File: src/rtl/bsbe_ram.sv
`timescale 1ns / 1ps
module bsbe_ram #(
    parameter int WIDTH = 32,
    parameter int DEPTH = 64
) (
    input  logic                     i_clk,
    input  logic                     i_we,
    input  logic [$clog2(DEPTH)-1:0] i_waddr,
    input  logic [WIDTH-1:0]         i_wdata,
    input  logic [$clog2(DEPTH)-1:0] i_raddr,
    output logic [WIDTH-1:0]         o_rdata
);
    logic [WIDTH-1:0] r_mem [DEPTH];
    logic [WIDTH-1:0] r_rdata;

    always_ff @(posedge i_clk) begin
        if (i_we) begin
            r_mem[i_waddr] <= i_wdata;
        end
        r_rdata <= r_mem[i_raddr];
    end

    assign o_rdata = r_rdata;
endmodule

File: config.mk
export PLATFORM = sky130hd
export DESIGN_NAME = bsbe_ram
export DESIGN_NICKNAME = d
export VERILOG_FILES = /design/src/rtl/bsbe_ram.sv
export SDC_FILE = /design/constraint.sdc
export NUM_CORES = 2
export LEC_CHECK = 0
export ABC_CLOCK_PERIOD_IN_PS = 5300
export BUFFER_PORTS_ARGS = -buffer_cell sky130_fd_sc_hd__buf_2
export CELL_PAD_IN_SITES_DETAIL_PLACEMENT = 0
export CELL_PAD_IN_SITES_GLOBAL_PLACEMENT = 2
export CORE_MARGIN = 8
export CORE_UTILIZATION = 41
export DETAILED_ROUTE_END_ITERATION = 6
export GPL_TIMING_DRIVEN = 0
export PLACE_DENSITY_LB_ADDON = 0.1
export SYNTH_ARGS = -nofsm -noshare
export SYNTH_HDL_FRONTEND = slang
export SYNTH_SLANG_ARGS = --single-unit
File: constraint.sdc
create_clock -name i_clk -period 5.3 [get_ports i_clk]
set_input_delay 0.795 -clock i_clk [delete_from_list [all_inputs] [get_ports i_clk]]
set_output_delay 0.795 -clock i_clk [all_outputs]
set_load 0.005 [all_outputs]
==> flow_summary.toml <==
[job]
maxCapViolCount = 3

[grt]
grt_pass1_vias = 39500
grt_pass1_wl_microns = 350000
antenna_found_initial = 19
grt_max_degree = 65
globalRouteOverflowTotal = 0
grt_use_total_pct = 25.3

[sta]
drv_slew = 33
rsz0062_at_grt = "false"
finClkSkew_ps = 36.6
hold-worst-slack_ps = 549
fin_crit_sh_pct = 97.0
layout_min_cycle_time_ps = 5140
slew_headroom_pct = -1.90
setup_viol = 0
fmax_ghz = 0.195
max_slew.worst_pin.slew_ps = 1530
setup-tns-final_ps = 0
final-hold-violation-count = 0

[clock_tree]
cts_buffer_depth = 3
cts_sinks = 2080
cts_hold_buf = 0
postCtsSetupRepairBufs = 0
cts_max_level = 4
cts_buffers = 214
root_buffer = "clkbuf_16"
clock_latency_ps = 850
cts_tree = "done"
clk_pin_slew_ps = 60
post_cts_resized = 0

[worst_setup_path]
start_kind = "primary input"
crit_arrival_ps = 5790
end_kind = "flop"
worstReg2RegEnd = "o_rdata[18]"
path_max_fanout = 10
r2r_cells = 4
crit_type = "primary input to flop"
r2r_slack_ps = 2530
crit_required_ps = 5950
r2r-start = "r_mem[27][18]"
startpoint = "i_raddr[1]"

[synthesis]
postSynthRegisterBits = 2080
synth-async-reset-ratio_pct = 0
ys_top_cells_by_area = "edfxtp_1, mux4_2, mux2i_1"
synth-edff-count = 2048
syn_inst = 3324
yosysWarnings = 0
syn-cell-area_sq_um = 78500
seq_area_frac_synth_pct = 79.1
synth_most_common_cell = "edfxtp_1"
synth_nets = 3370
ys.flop_type = "edfxtp_1"
synth_top_cell_by_area = "edfxtp_1"
yosysUniqueCellTypes = 34
ys_top_cells_by_count = "edfxtp_1, mux4_2, nor2_1"
yosysTopAreaCellShare_pct = 78.3
syn_area_per_cell_sq_um = 23.6

[routing]
wl_met1_microns = 103000
drc = 0
drt_wl_total_microns = 264000
met2_length_microns = 129000
avgViaCountPerCell = 6.10
wl_per_cell_microns = 41.1
drt_iter0_drc = 5187
firstDrtPassIters = 6
highest_layer = "met5"
dr_wl_met3_microns = 20600
vias = 39200
ant_nets = 0

[die]
core_sq_um = 190000
std_cell_rows = 160
start_util_pct = 41.3
die_x_microns = 454
io_pins = 78
die_h_microns = 454
fp.dieArea_sq_um = 206000

[worst_hold_path]
whs_path_depth = 1
hold_start = "i_wdata[11]"
hold_class = "primary input to flop"
hold_end = "r_mem[62][11]"

[placement]
dp_cells = 6011
port-buffer-count = 69
place_hpwl_microns = 176000
routabilityCongestion = 0.810

[power]
ir_drop_uv = 283
power.leakage_nw = 28.5
total_power_mw = 35.2
powerDensity_nw_per_um2 = 384

[cells_and_area]
multi_input_area_sq_um = 16000
regArea_sq_um = 62100
layout.nets = 3763
fill_cells = 15300
fin_cells = 6423
drive_gt1_share_pct = 30.4
syn_to_final_growth_pct = 16.9

[outcome]
status = "finished, violations left"
failed_checks = "capacitance limit, slew limit"
## power by group
part | total (mW) | switching (mW) | internal, mW | leakage [nW]
Clock | 15.0 | 6.41 | 8.62 | 3.42
Combinational | 1.96 | 1.33 | 0.625 | 6.40
Sequential | 18.3 | 0.0336 | 18.2 | 18.7
Total | 35.2 | 7.78 | 27.5 | 28.5
## routing by layer
metal	global-route usage (%)	vias to the layer above
met5	0	-
met4	9.27	8
met3	4.57	455
met2	42.1	2011
met1	33.7	21600
li1	-	15100
## sequential cells by signal, summed over array words and instances (netlist names)
| signal | count |
|---|---|
| r_mem | 2048 |
| o_rdata | 32 |
## layout make-up
class                   count  share of cell area (%)
flip-flops and latches   2080                    67.7
repair buffers            177                    2.91
clock inverters           137                    1.48
diodes                      8                  0.0218
well taps                2511                    3.42
multi-input cells        1062                    17.4
plain buffers             182                   0.970
clock buffers             266                    6.13
## worst max-delay path, cell delays in order
cell and delay, ps:
buf_2 470, buf_2 550, buf_2 410, buf_1 970, nand3b_1 780, o221ai_1 600
a21oi_1 210, a21oi_1 750, nor2_1 190
## through the flow
| stage | setup slack [ps] | instance area, sq um | utilization, % |
|---|---|---|---|
| after CTS | 216 | 91700 | 48.2 |
| after global routing | 175 | 91800 | 48.3 |
| after detailed placement | -662 | 84800 | 44.6 |
| after global placement | -2630 | 82000 | 43.1 |
| final | 160 | 91800 | 48.3 |
| after floorplan | 1350 | 78500 | - |
## kinds of logic after synthesis
kind of cell           synth area share [%]
flip-flops                             79.1
AO/OA/AOI/OAI                          1.67
AND/OR/NAND/NOR                        1.27
multiplexers                           16.8
buffers and inverters                  1.13
## layout by cell type (no fill, tap or decap), types with 45 or more instances in the layout
cell type	instances
clkbuf_1	117
o22ai_1	84
edfxtp_1	2048
mux4_2	544
nor2_4	62
mux2i_1	93
clkbuf_16	216
clkinv_1	49
buf_12	69
buf_2	113
a21oi_1	62
clkinv_2	45
nor2_1	75
## how the worst max path moves through the flow
stage / endpoint
after floorplan: r_mem[48][0]
after global placement: r_mem[48][8]
after detailed placement: o_rdata[15]
after CTS: o_rdata[15]
after global routing: o_rdata[15]
final: o_rdata[19]
Note: power is estimated with default switching activity, not from simulation.
