===== config.mk =====
export PLATFORM = sky130hd
export DESIGN_NAME = bsbe_div
export DESIGN_NICKNAME = d
export VERILOG_FILES = /design/src/rtl/bsbe_div.sv
export SDC_FILE = /design/constraint.sdc
export NUM_CORES = 1
export LEC_CHECK = 0
export ABC_AREA = 1
export BUFFER_PORTS_ARGS = -buffer_cell sky130_fd_sc_hd__buf_2
export CELL_PAD_IN_SITES_DETAIL_PLACEMENT = 0
export CELL_PAD_IN_SITES_GLOBAL_PLACEMENT = 1
export CORE_MARGIN = 2
export CORE_UTILIZATION = 42
export CTS_CLUSTER_DIAMETER = 50
export CTS_CLUSTER_SIZE = 30
export DETAILED_ROUTE_END_ITERATION = 7
export GPL_TIMING_DRIVEN = 0
export PLACE_DENSITY = 0.92
export SYNTH_ARGS = -nofsm -noshare
export SYNTH_HDL_FRONTEND = slang
export SYNTH_SLANG_ARGS = --single-unit

===== constraint.sdc =====
create_clock -name i_clk -period 3.9 [get_ports i_clk]
set_clock_uncertainty 0.05 [all_clocks]
set_input_delay 0.78 -clock i_clk [delete_from_list [all_inputs] [get_ports i_clk]]
set_output_delay 0.78 -clock i_clk [all_outputs]
set_load 0.01 [all_outputs]

===== src/rtl/bsbe_div.sv =====
`timescale 1ns / 1ps
module bsbe_div #(
    parameter int PW = 51
) (
    input  logic                 i_clk,
    input  logic                 i_rst_n,
    input  logic                 i_start,
    input  logic signed [PW-1:0] i_dividend,
    input  logic [31:0]          i_divisor,
    output logic                 o_done,
    output logic signed [PW-1:0] o_quotient
);
    localparam int CW = $clog2(PW + 1);

    logic [PW-1:0] r_q;
    logic [31:0]   r_rem;
    logic [31:0]   r_dvs;
    logic          r_neg;
    logic          r_busy;
    logic          r_done;
    logic [CW-1:0] r_cnt;
    logic [32:0]   w_sh;
    logic          w_ge;

    assign w_sh = {r_rem, r_q[PW-1]};
    assign w_ge = (w_sh >= {1'b0, r_dvs});

    always_ff @(posedge i_clk) begin
        if (!i_rst_n) begin
            r_busy <= 1'b0;
            r_done <= 1'b0;
            r_cnt  <= '0;
        end else begin
            r_done <= 1'b0;
            if (i_start) begin
                r_busy <= 1'b1;
                r_cnt  <= CW'(PW);
            end else if (r_busy) begin
                r_cnt <= r_cnt - 1'b1;
                if (r_cnt == CW'(1)) begin
                    r_busy <= 1'b0;
                    r_done <= 1'b1;
                end
            end
        end
    end

    always_ff @(posedge i_clk) begin
        if (i_start) begin
            r_neg <= i_dividend[PW-1];
            r_q   <= i_dividend[PW-1] ? PW'(-i_dividend) : PW'(i_dividend);
            r_rem <= '0;
            r_dvs <= i_divisor;
        end else if (r_busy) begin
            r_rem <= w_ge ? 32'(w_sh - {1'b0, r_dvs}) : w_sh[31:0];
            r_q   <= {r_q[PW-2:0], w_ge};
        end
    end

    assign o_done     = r_done;
    assign o_quotient = r_neg ? -$signed(r_q) : $signed(r_q);
endmodule


==> key figures <==
Power and ir drop
  • Power dissipated by switching net loads: 1370 uW
  • Max IR drop VDD: 0.000339 V
  • Portion of total power attributed to the clock network: 39.7%
  • Static power due to leakage: 0.00635 uW
  • Pwr dens: 336 mW/mm^2
  • Switching fraction of total power: 32.1%
  • Cell-internal power: 2910 uW
  • Sequential share of power: 38.0%
  • Combinational cell fraction of total power: 22.3%

Detailed routing
  • Length of the first detailed-routing pass in iterations: 6
  • 1st-iter DRT viols: 1286
  • Via-per-instance ratio: 5.23
  • Post-detailed-route count of antenna-violating nets: 0
  • Average wire per standard cell: 17.1 um
  • Vias after detailed routing: 11700
  • # DRC: 0
  • Aggregate routed wire length: 38400 um

Synth
  • Most area-consuming cells after synthesis: sky130_fd_sc_hd__edfxtp_1 23%, sky130_fd_sc_hd__nand2_1 19%, sky130_fd_sc_hd__inv_1 9.6%
  • Yosys warning count: 0
  • Sequential share of the synthesized area: 30.3%
  • EDFF count, synth: 84
  • Cell type with the highest aggregate area in the netlist: sky130_fd_sc_hd__edfxtp_1
  • Synthesized instance count: 1741
  • Cell Area, Synth: 0.0110 mm^2
  • Distinct cell type count of the synthesized netlist: 48
  • Syn Area/Cell: 6.31 um^2
  • Post-Syn Nets: 1864
  • Yosys reg bits: 124
  • Area fraction of the dominant cell type after synthesis: 23.0%
  • Flip-flop cell with the highest count after synthesis: sky130_fd_sc_hd__edfxtp_1
  • Share of synthesized flip-flops with an asynchronous set or reset: 0%

STA
  • Least setup slack across all paths after layout: 0.249 ns
  • Least-Margin Pin Slew: 0.910 ns
  • Final worst path period need: 3.65 ns
  • Endpoints failing setup: 0
  • Final hold violation count: 0
  • Maximum clock rate: 274 MHz
  • Setup repair after global routing missed its margin: no
  • Fin. max-slew vios: 0
  • Total Negative Setup Slacks: 0 ns
  • Period utilisation layout: 93.6%
  • Max-slew headroom: 39.3%

Critical path
  • Worst-path maximum fanout: 5
  • Buffers plus inverters on the worst setup path: 2
  • Arr. time, crit path: 2.82 ns
  • Cell family with most CP delay: simple AND/OR/NAND/NOR gates
  • Cell mode on critical path: sky130_fd_sc_hd__nand2_1
  • Worst setup path class: reg2out
  • Delay of the slowest cell on the worst path: 0.48 ns
  • Critical path launch point type: register
  • Crit path launch: r_q[0]
  • Endpoint class of the critical path: output pin
  • Required time of the critical path: 3.07 ns
  • Critical-path cell with the highest stage delay: sky130_fd_sc_hd__edfxtp_1
  • Cell-by-cell trace of the critical path: inv_2 > ha_1 > nand4_2 > nor2_2 > nand2_1 > nand2_1 > nand2_2 > a21oi_4 > nand2_2 > o21ai_0 > nand2_1 > buf_2
  • Critical R2R Launch: r_q[50]

Place
  • DP Wirelength: 31300 um
  • Post-place setup slack: 0.387 ns
  • Port-buffer cells: 137
  • Gpl congestion: 0.975

Clocking
  • Number of buffers on the longest clock path: 2
  • Resized Gates After CTS: 0
  • CTS clk-pin slew, worst paths: 0.06 ns
  • CTS Root Buffer Type: sky130_fd_sc_hd__clkbuf_16
  • Clock tree from TritonCTS: done
  • Clock sink count: 124
  • Maximum level of the CTS H-tree: 4
  • Count of hold-fix buffers inserted at cts: 0
  • Latest clock arrival within the worst-skew pair: 0.43 ns
  • Number of buffers added for setup after CTS: 0
  • Inserted Clock Buffers: 17

Status
  • Outcome: complete, no violations

Final layout
  • # nets final: 2021
  • Count of fill cells added during filler insertion: 2667
  • Antenna fix cells: 0
  • Proportion of layout cells with a drive suffix above 1: 11.7%
  • Synthesis-to-finish area growth: 15.9%

Die
  • Number of placed I/O pins: 138
  • Total die area: 0.0275 mm^2
  • Placement row count: 59
  • Horizontal die dimension: 166 um
  • CORE AREA: 0.0258 mm^2
  • Vertical die dimension: 166 um
  • Starting density of the core: 42.5%

Global routing
  • Met1 track utilization from global routing: 43.4%
  • GR Overflow Total: 0
  • Total global routing track utilization: 27.7%
  • First-pass GRT wire length: 59700 um
  • Most heavily used metal layer in global routing: met1
  • Pin count of the biggest net entering global routing: 38
  • Number of global-route vias before repair: 10700
  • Number of antenna violations at the first check in global routing: 0
  • Met3 track utilization from global routing: 4.24%
  • Routing usage on met2: 39.2%

Hold path
  • Start point of the worst min-delay path: r_rem[18]
  • Hold Crit Class: reg2reg

Run
  • Count of max-cap constraint violations: 0
==> flip-flops by register name, indices dropped and copies added (netlist names) <==
register	count
r_cnt	6
r_neg	1
r_busy	1
r_q	51
r_rem	32
o_done	1
r_dvs	32
==> per-stage QoR <==
stage	utilization, %	hold slack (ns)	instance area [um^2]	power [uW]	instances
global route	49.3	0.447	12700	4460	2246
CTS	49.3	0.419	12700	4270	2246
floorplan	-	0.394	11000	2170	1741
finish	49.3	0.420	12700	4280	2246
global placement	46.8	0.406	12100	2580	2213
detailed placement	46.9	0.409	12100	2590	2214
==> area by class of cell <==
class / instances / area [um^2] / area share, %
plain buffers: 41 / 206 / 1.62
clock buffers: 19 / 433 / 3.40
clock inverters: 13 / 188 / 1.47
inverters: 288 / 1080 / 8.49
multi-input cells: 1288 / 6380 / 50.1
flip-flops and latches: 124 / 3320 / 26.1
well taps: 335 / 419 / 3.29
repair buffers: 138 / 706 / 5.54
==> cells in the mapped netlist, drive strengths merged (25+ instances only) <==
cell and count:
a21oi 28, clkbuf 26, dfxtp 40, edfxtp 84, ha 36, inv 287
nand2 583, nand3 154, nand4 30, nor2 201, nor3 25, o21ai 89
xor2 62
==> path summary, 6_finish.rpt <==
check              endpoint  slack (ns)  depth (start not counted)
min reg2reg       r_rem[18]        0.42                          2
max reg2reg       r_rem[24]        1.36                         15
max          o_quotient[40]        0.25                         12
min               r_rem[18]        0.42                          2
==> placed cells by master, fill, tap and decap left out, drive strengths merged, types with 24 or more instances in the layout <==
master,count
nand2,583
inv,291
edfxtp,84
nor2,201
nor3,25
dfxtp,40
xor2,62
nand4,30
clkbuf,45
o21ai,89
nand3,154
xnor2,24
buf,153
a21oi,28
ha,36
==> cells by family after synthesis <==
logic type	count (synthesis)	share of synthesized area, %
AO/OA/AOI/OAI	142	7.05
XOR/XNOR	86	6.86
adder cells (fa/ha/maj)	37	4.28
buffers and inverters	329	11.7
flip-flops	124	30.3
AND/OR/NAND/NOR	1023	39.9
==> power by group through the flow <==
stage / combinational, uW / sequential [uW] / clock [uW]
5_1_grt: 1050 / 1630 / 1770
6_report: 957 / 1630 / 1700
3_5_place_dp: 939 / 1650 / 0
2_1_floorplan: 569 / 1600 / 0
3_3_place_gp: 932 / 1650 / 0
4_1_cts: 946 / 1620 / 1710
==> worst register-to-register path, delay by kind of cell, from the launching register on <==
kind / cells / cell delay, ns
adder cells (fa/ha/maj): 2 / 0.67
buffers and inverters: 2 / 0.22
flip-flops: 1 / 0.38
AND/OR/NAND/NOR: 11 / 1.10
==> layer usage <==
metal	vias to the layer above	share of wire (%)
met5	-	0
met4	0	1.9
met3	44	9.0
met2	537	40
met1	5350	49
li1	5815	-
Note: power is estimated with default switching activity, not from simulation.
